## src/rtl/ewcc_pkg.sv

```systemverilog
// shared types and constants for the ecn window congestion control block
`timescale 1ns / 1ps
package ewcc_pkg;

    localparam int unsigned RESULT_CAP  = 32;
    localparam int unsigned MSS_W       = 16;
    localparam int unsigned WIN_W       = 32;
    localparam int unsigned SEQ_W       = 48;
    localparam int unsigned DIVIDEND_W  = 36;
    localparam int unsigned ADDR_W      = 3;
    localparam int unsigned DATA_W      = 32;

    localparam logic REG_SEGMENT_BYTES     = 1'b0;
    localparam logic REG_INIT_WINDOW_BYTES = 1'b1;

    localparam logic [MSS_W-1:0] MSS_RESET      = 16'd1500;
    localparam logic [WIN_W-1:0] INIT_WIN_RESET = 32'd15000;

    typedef enum logic [1:0] {
        CMD_START  = 2'd0,
        CMD_ACK    = 2'd1,
        CMD_NACK   = 2'd2,
        CMD_IGNORE = 2'd3
    } t_command;

    typedef struct packed {
        t_command          command;
        logic [SEQ_W-1:0]  ack_number;
        logic              ecn_marked;
    } t_in_item;

    typedef struct packed {
        logic [SEQ_W-1:0]  packet_sequence;
        logic              last_of_burst;
    } t_out_item;

    typedef enum logic [2:0] {
        ST_IDLE,
        ST_DECODE,
        ST_MUL,
        ST_DIV_START,
        ST_DIV,
        ST_SEND
    } t_state;

    typedef struct packed {
        logic latch;
        logic start;
        logic release_seg;
        logic backoff;
        logic grow_small;
        logic mul;
        logic div_start;
        logic grow_div;
        logic clear_count;
        logic send;
        logic finish;
    } t_dp_cmd;

    typedef struct packed {
        logic     running;
        t_command command;
        logic     marked;
        logic     small_window;
        logic     div_done;
        logic     send_ok;
        logic     pend_valid;
        logic     out_free;
    } t_dp_status;

endpackage

```

## src/rtl/ewcc_regs.sv

```systemverilog
// apb configuration registers: segment size and initial window
`timescale 1ns / 1ps
module ewcc_regs (
    input  logic                        i_clk,
    input  logic                        i_rst_n,
    input  logic                        psel,
    input  logic                        penable,
    input  logic                        pwrite,
    input  logic [ewcc_pkg::ADDR_W-1:0] paddr,
    input  logic [ewcc_pkg::DATA_W-1:0] pwdata,
    output logic [ewcc_pkg::DATA_W-1:0] prdata,
    output logic                        pready,
    output logic [ewcc_pkg::MSS_W-1:0]  o_mss,
    output logic [ewcc_pkg::WIN_W-1:0]  o_init_window
);
    import ewcc_pkg::*;

    logic [MSS_W-1:0] r_mss;
    logic [WIN_W-1:0] r_init_window;
    logic             wr_en;

    assign pready = 1'b1;
    assign wr_en  = psel && penable && pwrite && pready;

    always_ff @(posedge i_clk) begin
        if (!i_rst_n) begin
            r_mss         <= MSS_RESET;
            r_init_window <= INIT_WIN_RESET;
        end else if (wr_en) begin
            if (paddr[2] == REG_SEGMENT_BYTES) begin
                r_mss <= pwdata[MSS_W-1:0];
            end else begin
                r_init_window <= pwdata[WIN_W-1:0];
            end
        end
    end

    always_comb begin
        if (paddr[2] == REG_SEGMENT_BYTES) begin
            prdata = {{(DATA_W-MSS_W){1'b0}}, r_mss};
        end else begin
            prdata = r_init_window;
        end
    end

    assign o_mss         = r_mss;
    assign o_init_window = r_init_window;

endmodule

```

## src/rtl/ewcc_divider.sv

```systemverilog
// radix-2 restoring divider for the window growth term
`timescale 1ns / 1ps
module ewcc_divider (
    input  logic                            i_clk,
    input  logic                            i_rst_n,
    input  logic                            i_start,
    input  logic [ewcc_pkg::DIVIDEND_W-1:0] i_dividend,
    input  logic [ewcc_pkg::WIN_W-1:0]      i_divisor,
    output logic [ewcc_pkg::DIVIDEND_W-1:0] o_quotient,
    output logic                            o_done
);
    import ewcc_pkg::*;

    localparam int unsigned CNT_W = $clog2(DIVIDEND_W);
    localparam logic [CNT_W-1:0] LAST_STEP = CNT_W'(DIVIDEND_W - 1);

    logic                  r_busy;
    logic                  r_done;
    logic [CNT_W-1:0]      r_cnt;
    logic [WIN_W-1:0]      r_rem;
    logic [DIVIDEND_W-1:0] r_quo;
    logic [WIN_W-1:0]      r_divisor;
    logic [WIN_W:0]        trial;
    logic                  ge;
    logic [WIN_W:0]        diff;

    assign trial = {r_rem, r_quo[DIVIDEND_W-1]};
    assign ge    = trial >= {1'b0, r_divisor};
    assign diff  = trial - {1'b0, r_divisor};

    always_ff @(posedge i_clk) begin
        if (!i_rst_n) begin
            r_busy <= 1'b0;
            r_done <= 1'b0;
            r_cnt  <= '0;
        end else begin
            r_done <= 1'b0;
            if (i_start) begin
                r_busy <= 1'b1;
                r_cnt  <= '0;
            end else if (r_busy) begin
                r_cnt <= r_cnt + 1'b1;
                if (r_cnt == LAST_STEP) begin
                    r_busy <= 1'b0;
                    r_done <= 1'b1;
                end
            end
        end
    end

    always_ff @(posedge i_clk) begin
        if (i_start) begin
            r_rem     <= '0;
            r_quo     <= i_dividend;
            r_divisor <= i_divisor;
        end else if (r_busy) begin
            r_rem <= ge ? diff[WIN_W-1:0] : trial[WIN_W-1:0];
            r_quo <= {r_quo[DIVIDEND_W-2:0], ge};
        end
    end

    assign o_quotient = r_quo;
    assign o_done     = r_done;

endmodule

```

## src/rtl/ewcc_datapath.sv

```systemverilog
// window, in-flight and sequence state, growth divider and send output stage
`timescale 1ns / 1ps
module ewcc_datapath #(
    parameter int unsigned MAX_BURST = 32
) (
    input  logic                       i_clk,
    input  logic                       i_rst_n,
    input  ewcc_pkg::t_dp_cmd          i_cmd,
    output ewcc_pkg::t_dp_status       o_status,
    input  ewcc_pkg::t_in_item         i_in_item,
    input  logic [ewcc_pkg::MSS_W-1:0] i_mss,
    input  logic [ewcc_pkg::WIN_W-1:0] i_init_window,
    output logic                       o_out_valid,
    input  logic                       i_out_stall,
    output ewcc_pkg::t_out_item        o_out_item
);
    import ewcc_pkg::*;

    localparam int unsigned LIMIT = (MAX_BURST < RESULT_CAP) ? MAX_BURST : RESULT_CAP;
    localparam int unsigned CNT_W = $clog2(LIMIT + 1);
    localparam int unsigned GROW_W = MSS_W + 4;

    logic [WIN_W-1:0]      r_window;
    logic [WIN_W-1:0]      r_in_flight;
    logic [SEQ_W-1:0]      r_highest;
    logic [SEQ_W-1:0]      r_decision;
    logic                  r_running;
    t_command              r_cmd;
    logic [SEQ_W-1:0]      r_number;
    logic                  r_marked;
    logic [WIN_W-1:0]      r_prod;
    logic [CNT_W-1:0]      r_count;
    logic                  r_pend_valid;
    logic [SEQ_W-1:0]      r_pend_seq;
    logic                  r_out_valid;
    t_out_item             r_out_item;

    logic                  out_free;
    logic                  small_window;
    logic [WIN_W:0]        send_sum;
    logic                  send_ok;
    logic [WIN_W-1:0]      half_window;
    logic [WIN_W-1:0]      backoff_window;
    logic [GROW_W-1:0]     mss_x10;
    logic [GROW_W-1:0]     small_add;
    logic [WIN_W:0]        small_sum;
    logic [DIVIDEND_W:0]   div_sum;
    logic [WIN_W:0]        flight_sum;
    logic [DIVIDEND_W-1:0] dividend;
    logic [DIVIDEND_W-1:0] quotient;
    logic                  div_done;

    ewcc_divider u_divider (
        .i_clk      (i_clk),
        .i_rst_n    (i_rst_n),
        .i_start    (i_cmd.div_start),
        .i_dividend (dividend),
        .i_divisor  (r_window),
        .o_quotient (quotient),
        .o_done     (div_done)
    );

    assign out_free     = !r_out_valid || !i_out_stall;
    assign small_window = (r_window < {{(WIN_W-MSS_W){1'b0}}, i_mss}) || (r_window == '0);
    assign send_sum     = {1'b0, r_in_flight} + {{(WIN_W-MSS_W+1){1'b0}}, i_mss};
    assign send_ok      = (r_count < CNT_W'(LIMIT)) && (send_sum < {1'b0, r_window});
    assign half_window  = {1'b0, r_window[WIN_W-1:1]};
    assign backoff_window = (half_window < {{(WIN_W-MSS_W){1'b0}}, i_mss})
                          ? {{(WIN_W-MSS_W){1'b0}}, i_mss} : half_window;
    assign mss_x10      = {1'b0, i_mss, 3'b000} + {3'b000, i_mss, 1'b0};
    assign small_add    = (r_window < {{(WIN_W-MSS_W){1'b0}}, i_mss}) ? mss_x10 : '0;
    assign small_sum    = {1'b0, r_window} + {{(WIN_W-GROW_W+1){1'b0}}, small_add};
    assign div_sum      = {{(DIVIDEND_W-WIN_W+1){1'b0}}, r_window} + {1'b0, quotient};
    assign flight_sum   = send_sum;
    assign dividend     = {1'b0, r_prod, 3'b000} + {3'b000, r_prod, 1'b0};

    always_ff @(posedge i_clk) begin
        if (i_cmd.latch) begin
            r_cmd    <= i_in_item.command;
            r_number <= i_in_item.ack_number;
            r_marked <= i_in_item.ecn_marked;
        end
        if (i_cmd.mul) begin
            r_prod <= {{(WIN_W-MSS_W){1'b0}}, i_mss} * {{(WIN_W-MSS_W){1'b0}}, i_mss};
        end
        if (i_cmd.send) begin
            r_pend_seq <= r_highest + SEQ_W'(1);
        end
        if (i_cmd.send && r_pend_valid) begin
            r_out_item <= '{packet_sequence: r_pend_seq, last_of_burst: 1'b0};
        end else if (i_cmd.finish && r_pend_valid) begin
            r_out_item <= '{packet_sequence: r_pend_seq, last_of_burst: 1'b1};
        end
    end

    always_ff @(posedge i_clk) begin
        if (!i_rst_n) begin
            r_window     <= '0;
            r_in_flight  <= '0;
            r_highest    <= '0;
            r_decision   <= '0;
            r_running    <= 1'b0;
            r_count      <= '0;
            r_pend_valid <= 1'b0;
            r_out_valid  <= 1'b0;
        end else begin
            if (i_cmd.start) begin
                r_running <= 1'b1;
                r_highest <= '0;
                r_window  <= i_init_window;
            end
            if (i_cmd.release_seg) begin
                if (r_in_flight > {{(WIN_W-MSS_W){1'b0}}, i_mss}) begin
                    r_in_flight <= r_in_flight - {{(WIN_W-MSS_W){1'b0}}, i_mss};
                end else begin
                    r_in_flight <= '0;
                end
            end
            if (i_cmd.backoff && (r_number >= r_decision)) begin
                r_window   <= backoff_window;
                r_decision <= r_highest + {{(SEQ_W-WIN_W){1'b0}}, backoff_window};
            end
            if (i_cmd.grow_small) begin
                r_window <= small_sum[WIN_W] ? '1 : small_sum[WIN_W-1:0];
            end
            if (i_cmd.grow_div) begin
                r_window <= (|div_sum[DIVIDEND_W:WIN_W]) ? '1 : div_sum[WIN_W-1:0];
            end
            if (i_cmd.clear_count) begin
                r_count <= '0;
            end
            if (i_cmd.send) begin
                r_highest    <= r_highest + {{(SEQ_W-MSS_W){1'b0}}, i_mss};
                r_in_flight  <= flight_sum[WIN_W] ? '1 : flight_sum[WIN_W-1:0];
                r_count      <= r_count + 1'b1;
                r_pend_valid <= 1'b1;
            end else if (i_cmd.finish) begin
                r_pend_valid <= 1'b0;
            end
            if ((i_cmd.send || i_cmd.finish) && r_pend_valid) begin
                r_out_valid <= 1'b1;
            end else if (!i_out_stall) begin
                r_out_valid <= 1'b0;
            end
        end
    end

    assign o_status = '{
        running:      r_running,
        command:      r_cmd,
        marked:       r_marked,
        small_window: small_window,
        div_done:     div_done,
        send_ok:      send_ok,
        pend_valid:   r_pend_valid,
        out_free:     out_free
    };

    assign o_out_valid = r_out_valid;
    assign o_out_item  = r_out_item;

    a_count_bound: assert property (@(posedge i_clk) disable iff (!i_rst_n)
        r_count <= CNT_W'(LIMIT))
        else $error("burst count beyond limit");

    a_no_overwrite: assert property (@(posedge i_clk) disable iff (!i_rst_n)
        ((i_cmd.send || i_cmd.finish) && r_pend_valid) |-> out_free)
        else $error("output stage overwritten while held");

    a_backoff_floor: assert property (@(posedge i_clk) disable iff (!i_rst_n)
        (i_cmd.backoff && (r_number >= r_decision))
        |=> (r_window >= {{(WIN_W-MSS_W){1'b0}}, $past(i_mss)}))
        else $error("window below one segment after backoff");

endmodule

```

## src/rtl/ewcc_ctrl.sv

```systemverilog
// controller state machine sequencing decode, growth divide and send burst
`timescale 1ns / 1ps
module ewcc_ctrl (
    input  logic                 i_clk,
    input  logic                 i_rst_n,
    input  logic                 i_in_valid,
    output logic                 o_in_stall,
    input  ewcc_pkg::t_dp_status i_status,
    output ewcc_pkg::t_dp_cmd    o_cmd
);
    import ewcc_pkg::*;

    t_state r_state;
    t_state n_state;

    always_ff @(posedge i_clk) begin
        if (!i_rst_n) begin
            r_state <= ST_IDLE;
        end else begin
            r_state <= n_state;
        end
    end

    always_comb begin
        n_state = r_state;
        case (r_state)
            ST_IDLE: begin
                if (i_in_valid) n_state = ST_DECODE;
            end
            ST_DECODE: begin
                case (i_status.command)
                    CMD_START: n_state = ST_SEND;
                    CMD_ACK: begin
                        if (!i_status.running) begin
                            n_state = ST_IDLE;
                        end else if (i_status.marked || i_status.small_window) begin
                            n_state = ST_SEND;
                        end else begin
                            n_state = ST_MUL;
                        end
                    end
                    CMD_NACK: n_state = i_status.running ? ST_SEND : ST_IDLE;
                    default:  n_state = ST_IDLE;
                endcase
            end
            ST_MUL:       n_state = ST_DIV_START;
            ST_DIV_START: n_state = ST_DIV;
            ST_DIV: begin
                if (i_status.div_done) n_state = ST_SEND;
            end
            ST_SEND: begin
                if (!(i_status.pend_valid && !i_status.out_free) && !i_status.send_ok) begin
                    n_state = ST_IDLE;
                end
            end
            default: n_state = ST_IDLE;
        endcase
    end

    always_comb begin
        o_cmd      = '0;
        o_in_stall = (r_state != ST_IDLE);
        case (r_state)
            ST_IDLE: o_cmd.latch = i_in_valid;
            ST_DECODE: begin
                case (i_status.command)
                    CMD_START: begin
                        o_cmd.start       = 1'b1;
                        o_cmd.clear_count = 1'b1;
                    end
                    CMD_ACK: begin
                        if (i_status.running) begin
                            o_cmd.release_seg = 1'b1;
                            o_cmd.clear_count = 1'b1;
                            if (i_status.marked) begin
                                o_cmd.backoff = 1'b1;
                            end else if (i_status.small_window) begin
                                o_cmd.grow_small = 1'b1;
                            end
                        end
                    end
                    CMD_NACK: begin
                        if (i_status.running) begin
                            o_cmd.release_seg = 1'b1;
                            o_cmd.backoff     = 1'b1;
                            o_cmd.clear_count = 1'b1;
                        end
                    end
                    default: o_cmd = '0;
                endcase
            end
            ST_MUL:       o_cmd.mul = 1'b1;
            ST_DIV_START: o_cmd.div_start = 1'b1;
            ST_DIV:       o_cmd.grow_div = i_status.div_done;
            ST_SEND: begin
                if (!(i_status.pend_valid && !i_status.out_free)) begin
                    o_cmd.send   = i_status.send_ok;
                    o_cmd.finish = !i_status.send_ok;
                end
            end
            default: o_cmd = '0;
        endcase
    end

    a_idle_no_pending: assert property (@(posedge i_clk) disable iff (!i_rst_n)
        (r_state == ST_IDLE) |-> !i_status.pend_valid)
        else $error("segment left pending at end of burst");

    a_div_done_in_div: assert property (@(posedge i_clk) disable iff (!i_rst_n)
        i_status.div_done |-> (r_state == ST_DIV))
        else $error("divider finished outside divide state");

    a_send_running: assert property (@(posedge i_clk) disable iff (!i_rst_n)
        (r_state == ST_SEND) |-> i_status.running)
        else $error("sending while flow not running");

endmodule

```

## src/rtl/ecn_window_congestion_control.sv

```systemverilog
// top level of the ecn-driven aimd congestion window controller
`timescale 1ns / 1ps
// One transaction is taken at a time. A start, a marked ack, a nack or a
// growing ack whose window is below one segment is decoded and then goes
// straight to the send burst: one segment per cycle unless the output is
// held, then the burst closes. An unmarked ack with a window of at least
// one segment first squares the segment size and runs the 36-step serial
// divider for the growth term before the first send, then sends the same way.
// Sends are paced by the output register: a held result stalls the burst.
// Ignored commands and items before start send nothing.
module ecn_window_congestion_control #(
    parameter int unsigned MAX_BURST = 32
) (
    input  logic                        i_clk,
    input  logic                        i_rst_n,
    input  logic                        psel,
    input  logic                        penable,
    input  logic                        pwrite,
    input  logic [ewcc_pkg::ADDR_W-1:0] paddr,
    input  logic [ewcc_pkg::DATA_W-1:0] pwdata,
    output logic [ewcc_pkg::DATA_W-1:0] prdata,
    output logic                        pready,
    input  logic                        i_in_valid,
    output logic                        o_in_stall,
    input  ewcc_pkg::t_in_item          i_in_item,
    output logic                        o_out_valid,
    input  logic                        i_out_stall,
    output ewcc_pkg::t_out_item         o_out_item
);
    import ewcc_pkg::*;

    logic [MSS_W-1:0] mss;
    logic [WIN_W-1:0] init_window;
    t_dp_cmd          dp_cmd;
    t_dp_status       dp_status;

    ewcc_regs u_regs (
        .i_clk         (i_clk),
        .i_rst_n       (i_rst_n),
        .psel          (psel),
        .penable       (penable),
        .pwrite        (pwrite),
        .paddr         (paddr),
        .pwdata        (pwdata),
        .prdata        (prdata),
        .pready        (pready),
        .o_mss         (mss),
        .o_init_window (init_window)
    );

    ewcc_datapath #(
        .MAX_BURST (MAX_BURST)
    ) u_datapath (
        .i_clk         (i_clk),
        .i_rst_n       (i_rst_n),
        .i_cmd         (dp_cmd),
        .o_status      (dp_status),
        .i_in_item     (i_in_item),
        .i_mss         (mss),
        .i_init_window (init_window),
        .o_out_valid   (o_out_valid),
        .i_out_stall   (i_out_stall),
        .o_out_item    (o_out_item)
    );

    ewcc_ctrl u_ctrl (
        .i_clk      (i_clk),
        .i_rst_n    (i_rst_n),
        .i_in_valid (i_in_valid),
        .o_in_stall (o_in_stall),
        .i_status   (dp_status),
        .o_cmd      (dp_cmd)
    );

endmodule
```

## config.mk

```make
export PLATFORM = sky130hd
export DESIGN_NAME = ecn_window_congestion_control
export DESIGN_NICKNAME = d
export VERILOG_FILES = /design/src/rtl/ewcc_pkg.sv /design/src/rtl/ewcc_regs.sv /design/src/rtl/ewcc_divider.sv /design/src/rtl/ewcc_datapath.sv /design/src/rtl/ewcc_ctrl.sv /design/src/rtl/ecn_window_congestion_control.sv
export SDC_FILE = /design/constraint.sdc
export NUM_CORES = 2
export LEC_CHECK = 0
export ABC_CLOCK_PERIOD_IN_PS = 8039
export BUFFER_PORTS_ARGS = -buffer_cell sky130_fd_sc_hd__buf_2
export CORE_ASPECT_RATIO = 1.75
export CORE_MARGIN = 3
export CORE_UTILIZATION = 30
export DETAILED_ROUTE_END_ITERATION = 10
export PLACE_DENSITY = 0.45
export RECOVER_POWER = 25
export SLEW_MARGIN = 5
export SYNTH_ARGS = -nofsm -noshare
export SYNTH_HDL_FRONTEND = slang
export SYNTH_SLANG_ARGS = --single-unit
```

## constraint.sdc

```tcl
create_clock -name i_clk -period 8.04 [get_ports i_clk]
set_clock_uncertainty 0.1 [all_clocks]
set_input_delay 0.402 -clock i_clk [delete_from_list [all_inputs] [get_ports i_clk]]
set_output_delay 0.402 -clock i_clk [all_outputs]
set_load 0.05 [all_outputs]
```

== Word level (Yosys, flattened, before mapping) ==
Cells that the tools add are included.

* Register bits after elaboration: 508
* Input bits: 93
* Output and inout port bits: 84
* Logic and storage cells: 151

* Add/subtract/negate cells: 12
* $mul: 1
* $lt $le $gt $ge: 7
* Equality and inequality tests: 12
* Mux-type cells: 56
* Bitwise operators: 3
* Reductions and logical operators: 36

{| class="wikitable"
|+ Operator list
! operator !! count
|-
| $mux W32 || 12
|-
| $mux W49 || 2
|-
| $mux W48 || 2
|-
| $mux W36 || 2
|-
| $add A48 B1 Y48 const B || 1
|-
| $add A48 B16 Y48 || 1
|-
| $add A48 B32 Y48 || 1
|-
| $ge A48 B48 Y1 || 1
|-
| $add A32 B36 Y37 || 1
|-
| $add A35 B33 Y36 || 1
|-
| $add A32 B16 Y33 || 1
|-
| $add A32 B20 Y33 || 1
|-
| $ge A33 B32 Y1 || 1
|-
| $lt A33 B32 Y1 || 1
|-
| $gt A32 B16 Y1 || 1
|-
| $logic_not A32 Y1 || 1
|-
| $lt A32 B16 Y1 || 1
|-
| $mul A16 B16 Y32 || 1
|-
| $sub A32 B16 Y32 || 1
|-
| $sub A32 B32 Y32 || 1
|-
| $lt A31 B16 Y1 || 1
|-
| $mux W31 || 1
|-
| $mux W3 || 7
|-
| $add A19 B17 Y20 || 1
|-
| other kinds (33) || 83
|}

== Depth between registers and ports, before layout ==
* Depth in word-level cells: 11
* Mapped depth: 30
* Mapped depth without buffers: 26

== Modules after synthesis ==
From an unflattened synthesis, not the netlist that was laid out.

* Cell total of the unflattened synthesis: 4744
* Area, all modules: 42513.3 um2

{| class="wikitable"
|+ Modules (own cells, without submodules)
! module !! times used !! cells an instance !! area each (um2) !! seq. area each (um2)
|-
| ewcc_datapath || 1 || 3867 || 33708.6 || 8748.4
|-
| ewcc_divider || 1 || 587 || 6149.6 || 2842.7
|-
| ewcc_regs || 1 || 240 || 2274.7 || 960.9
|-
| ewcc_ctrl || 1 || 50 || 380.4 || 60.1
|}

== Least setup slack after synthesis ==
Ideal clock, no wire load.

* Path kind: reg-to-reg
* Start: reg u_regs.r_mss[2], in the netlist u_regs.o_mss[2]
* End: reg u_datapath.r_pend_seq[0], enable pin
* Library setup time: 431 ps
* Arrival time: 6426 ps
* Required time: 7509 ps
* Path slack: 1083 ps
* Stages on the path, launching flop included: 28
* Buffers on the path: 6
* Clock period less this slack: 6957 ps
* Path through: dfxtp_1 clkbuf_1 clkinv_1 ha_1 buf_4 nand2b_1 a21oi_1 o21bai_1 a211oi_1 o21ai_2 o221a_2 nand2b_1 clkbuf_1 nor2_1 xor2_1 ha_1 a21oi_1 nor2b_1 o21ai_0 nand2_1 a211oi_2 o211ai_1 or2_0 buf_2 or2_1 buf_2 clkinv_1 clkbuf_1

{| class="wikitable"
|+ RTL lines
! element !! line !! text
|-
| start: declaration || ewcc_regs.sv:18 || <nowiki>logic [MSS_W-1:0] r_mss;</nowiki>
|-
| start signal: assignment || ewcc_regs.sv:31 || <nowiki>r_mss <= pwdata[MSS_W-1:0];</nowiki>
|-
| end signal: assignment || ewcc_datapath.sv:87 || <nowiki>r_pend_seq <= r_highest + SEQ_W'(1);</nowiki>
|-
| end: declaration || ewcc_datapath.sv:34 || <nowiki>logic [SEQ_W-1:0] r_pend_seq;</nowiki>
|}

== Worst setup path after layout ==
* Start: reg u_regs.r_mss[1], in the netlist u_regs.o_mss[1]
* End: reg u_datapath.r_prod[30], data pin

* Longest elaborated chain between the ends: 1

{| class="wikitable"
|+ RTL lines
! element !! line !! text
|-
| $mul A16 B16 Y32 || ewcc_datapath.sv:84 || <nowiki>r_prod <= {{(WIN_W-MSS_W){1'b0}}, i_mss} * {{(WIN_W-MSS_W){1'b0}}, i_mss};</nowiki>
|-
| end signal: assignment || ewcc_datapath.sv:84 ||
|-
| end: declaration || ewcc_datapath.sv:31 || <nowiki>logic [WIN_W-1:0] r_prod;</nowiki>
|}

No other way between the ends.
A chain may end at the register's enable or synchronous reset.

==> metrics.txt <==
Antenna Nets Post-Route 0; hold buffers post-CTS between 80 and 90; Seq/Total Area, Yosys 0.3100; Yosys top cell area share 0.1815; grt ovf 0; H-tree Lvls 2; Period minus WS final 7.510 ns; clock-pin slew on the worst setup and hold paths 0.06 ns; Worst R2R Setup Slack 0.53 ns; Worst slew margin -0.5727; Post-Syn Area between 0.04 and 0.05 mm^2; RR Startpoint u_regs.o_mss[1]$_SDFFE_PN0P_; Core Footprint 0.1345 mm^2; synthesis-stage register bit count 507; Post-Synth XOR/XNOR Area 0.06522; worst hold start i_in_valid; gate count of the mapped netlist ~4700; Layout area overhead 14.48%; Final Hold Viols 0; CTS resizes 0; synthesized area per cell 8.670 um^2; number of remaining DRC errors 0; startpoint class of the critical path register; Tightest Hold Check Type primary input to register; Final Power about 9.0 mW; GRT Total Usage 0.2056; P_leak 20.05 nW; Reg area 0.01261 mm^2; drt total wl 147.8 mm; Register-to-Register Path Depth 22; row cnt 178; Ports 177; DR WL/cell about 22 um; CP endpoint kind register; Vias/cell 5.113; Slew @ Worst Pin 2.359 ns; RSZ-0062 raised after global routing false; most frequent cell after synthesis nand2_1; Hold Crit Depth 3; die area 0.1403 mm^2; Multi-input gate area 0.02566 mm^2; Synth Area in Simple Gates 0.1631; Clk Latency, worst-skew pair 0.66 ns; largest net degree at the start of global routing 100; Die Wd between 200 and 300 um; final max-slew violation count 169; ranking of synthesized cells by area edfxtp_1 (18%), ha_1 (13%), dfxtp_1 (13%); number of CTS-inserted buffers 55; r2r endpoint u_datapath.r_prod[30]$_DFFE_PP_; initial antenna violation count 4; Pre-antenna DRT Iters 5; Die Y 493.2 um; post-synthesis mux area share 0.01341; PwrDens between 150 and 200 mW/mm^2; count of different cell masters after synthesis 81; CTS sink count 507; layout net count approximately 5600; MaxCap Viol Count 4; DRT met1 WL around 55 mm; final setup margin 0.5301 ns; outcome finished with violations; post-synthesis compound-gate area fraction 0.1723; GP Congestion 0.9159; start point of the critical path u_regs.o_mss[1]$_SDFFE_PN0P_; CTS Root Cell clkbuf_16; ys flop type dfxtp_1; Syn Nets about 5400; WL met2 79.22 mm; initial cell density of the core 0.3025; Setup Crit Path Kind register to register; Arr. time, crit path 7.81 ns; period utilisation layout 0.9341; Post-CTS Setup Bufs 0; IR drop worst, VDD 184.9 uV; DP Worst Slack around 0.56 ns; metal3 WL 4.745 mm; Detail Placement HPWL 117.5 mm; CP max FO 12; Setup TNS Final 0 ns; proportion of layout cells with a drive suffix above 1 0.06563; FILL cells 14210; Commonest cells post-synth nand2_1 (509), inv_1 (451), ha_1 (424); vias in the first global route roughly 35000; failing checks capacitance limit, slew limit; Vias around 35000; biggest area consumer among synthesized cells edfxtp_1; CP required 8.34 ns; Synth async-reset ratio 0; largest family of logic cells by synthesized area adder cells; final setup violation count 0; post-synthesis adder-cell area fraction 0.2150; Clock Path Buffers 3; I/O Buffers roughly 170; Fmax ~130 MHz; clock tree from TritonCTS built; DR iter-0 viols 1870; global-route wire length before repair 219.0 mm; EDFF count, synth ~250; WHS Endpoint u_datapath.r_marked$_DFFE_PP_; Top Metal Used met4; Syn. warnings 0
[layout make-up]
cell class,count,share of cell area
multi-input combinational,3533,0.5508
timing repair buffer,359,0.05034
clock buffer,69,0.03196
inverter,464,0.03747
tap,1800,0.04835
sequential,507,0.2708
antenna,7,0.0003761
clock inverter,35,0.009965
[report_power, final]
part / switching, mW / internal (mW)
sequential: 0.0919 / 2.90
combinational: 1.96 / 1.24
clock: 1.17 / 1.61
[sequential cells by signal, summed over array words and instances, names as in the netlist]
signal / flops
u_ctrl.r_state: 3
u_datapath.o_out_item: 49
u_datapath.r_prod: 31
u_datapath.r_in_flight: 32
u_datapath.u_divider.r_divisor: 32
u_datapath.r_cmd: 2
u_regs.o_mss: 16
u_datapath.r_decision: 48
u_regs.o_init_window: 32
u_datapath.u_divider.o_done: 1
u_datapath.r_marked: 1
u_datapath.r_count: 6
u_datapath.r_running: 1
u_datapath.u_divider.o_quotient: 36
u_datapath.r_highest: 48
u_datapath.u_divider.r_rem: 32
u_datapath.u_divider.r_cnt: 6
u_datapath.r_window: 32
u_datapath.r_pend_valid: 1
u_datapath.u_divider.r_busy: 1
u_datapath.o_out_valid: 1
u_datapath.r_number: 48
u_datapath.r_pend_seq: 48
[logic make-up (layout without fill, tap and decap cells)]
kind of cell,Yosys count,count (layout)
mux,54,54
fa+ha+maj,596,596
simple gates,1450,1450
compound gates,1129,1129
xor+xnor,303,303
buf+inv,653,927
other cells,1,8
flops,507,507
[cell usage in the layout, fill, tap and decap left out, types with 33 or more instances in the layout]
cell | netlist | routed
mux2i_1 | 50 | 50
buf_2 | 17 | 117
and3_1 | 39 | 39
a31oi_1 | 39 | 39
nand3_1 | 116 | 116
nand4_1 | 57 | 57
xor2_1 | 109 | 109
a211oi_1 | 70 | 70
nor3_1 | 83 | 82
dlygate4sd3_1 | 0 | 84
ha_1 | 424 | 424
edfxtp_1 | 246 | 246
clkbuf_16 | 0 | 55
a21oi_1 | 336 | 335
o21ai_0 | 294 | 293
clkbuf_1 | 161 | 92
nand2b_1 | 40 | 40
inv_1 | 451 | 451
fa_1 | 172 | 172
nand2_1 | 509 | 508
and2_1 | 91 | 91
o211ai_1 | 48 | 48
nor2_1 | 390 | 386
buf_4 | 2 | 69
dfxtp_1 | 261 | 261
o21bai_1 | 33 | 33
o21a_1 | 38 | 38
a21o_1 | 119 | 119
xnor2_1 | 194 | 194
[critical path, cell delays in order (launching register included)]
cell and delay [ns]:
dfxtp_1 0.39, clkinv_1 0.09, clkbuf_1 0.87, nor2_1 0.23, a31o_2 0.33, fa_1 0.50, fa_1 0.57, fa_1 0.59
fa_1 0.57, inv_1 0.06, fa_1 0.54, inv_1 0.05, ha_1 0.38, nand3_1 0.16, nor3_1 0.22, a21oi_1 0.12
o31ai_1 0.51, a21o_1 0.21, a21oi_1 0.13, o2111ai_1 0.28, a21o_1 0.15, a21oi_1 0.07, xnor2_1 0.12
[through the flow]
step / cell area (um^2) / utilization / hold WS (ns) / cells
CTS: 46750 / 0.3475 / 0.06173 / 6767
global route: 46570 / 0.3462 / 0.1040 / 6768
global placement: 43950 / 0.3267 / 0.3405 / 6579
finish: 46580 / 0.3463 / 0.1002 / 6774
detailed placement: 43950 / 0.3267 / 0.3470 / 6579
floorplan: 40690 / - / 0.3250 / 4693
[how the worst max path moves through the flow]
stage / end / slack, ns
after floorplan: u_datapath.r_pend_seq[0]$_DFFE_PP_ / 1.08
after global placement: u_datapath.r_prod[30]$_DFFE_PP_ / 0.59
after detailed placement: u_datapath.r_prod[30]$_DFFE_PP_ / 0.56
after CTS: u_datapath.r_prod[30]$_DFFE_PP_ / 0.55
after global routing: u_datapath.r_decision[37]$_SDFFE_PN0P_ / 0.18
final: u_datapath.r_prod[30]$_DFFE_PP_ / 0.53
[per-layer routing]
layer | up-vias | global-route usage
li1 | 16770 | -
met1 | 16810 | 0.2186
met2 | 784 | 0.4012
met3 | 272 | 0.01684
met4 | 0 | 0.1044
met5 | - | 0
No activity file was read; power rests on OpenSTA's default activity.
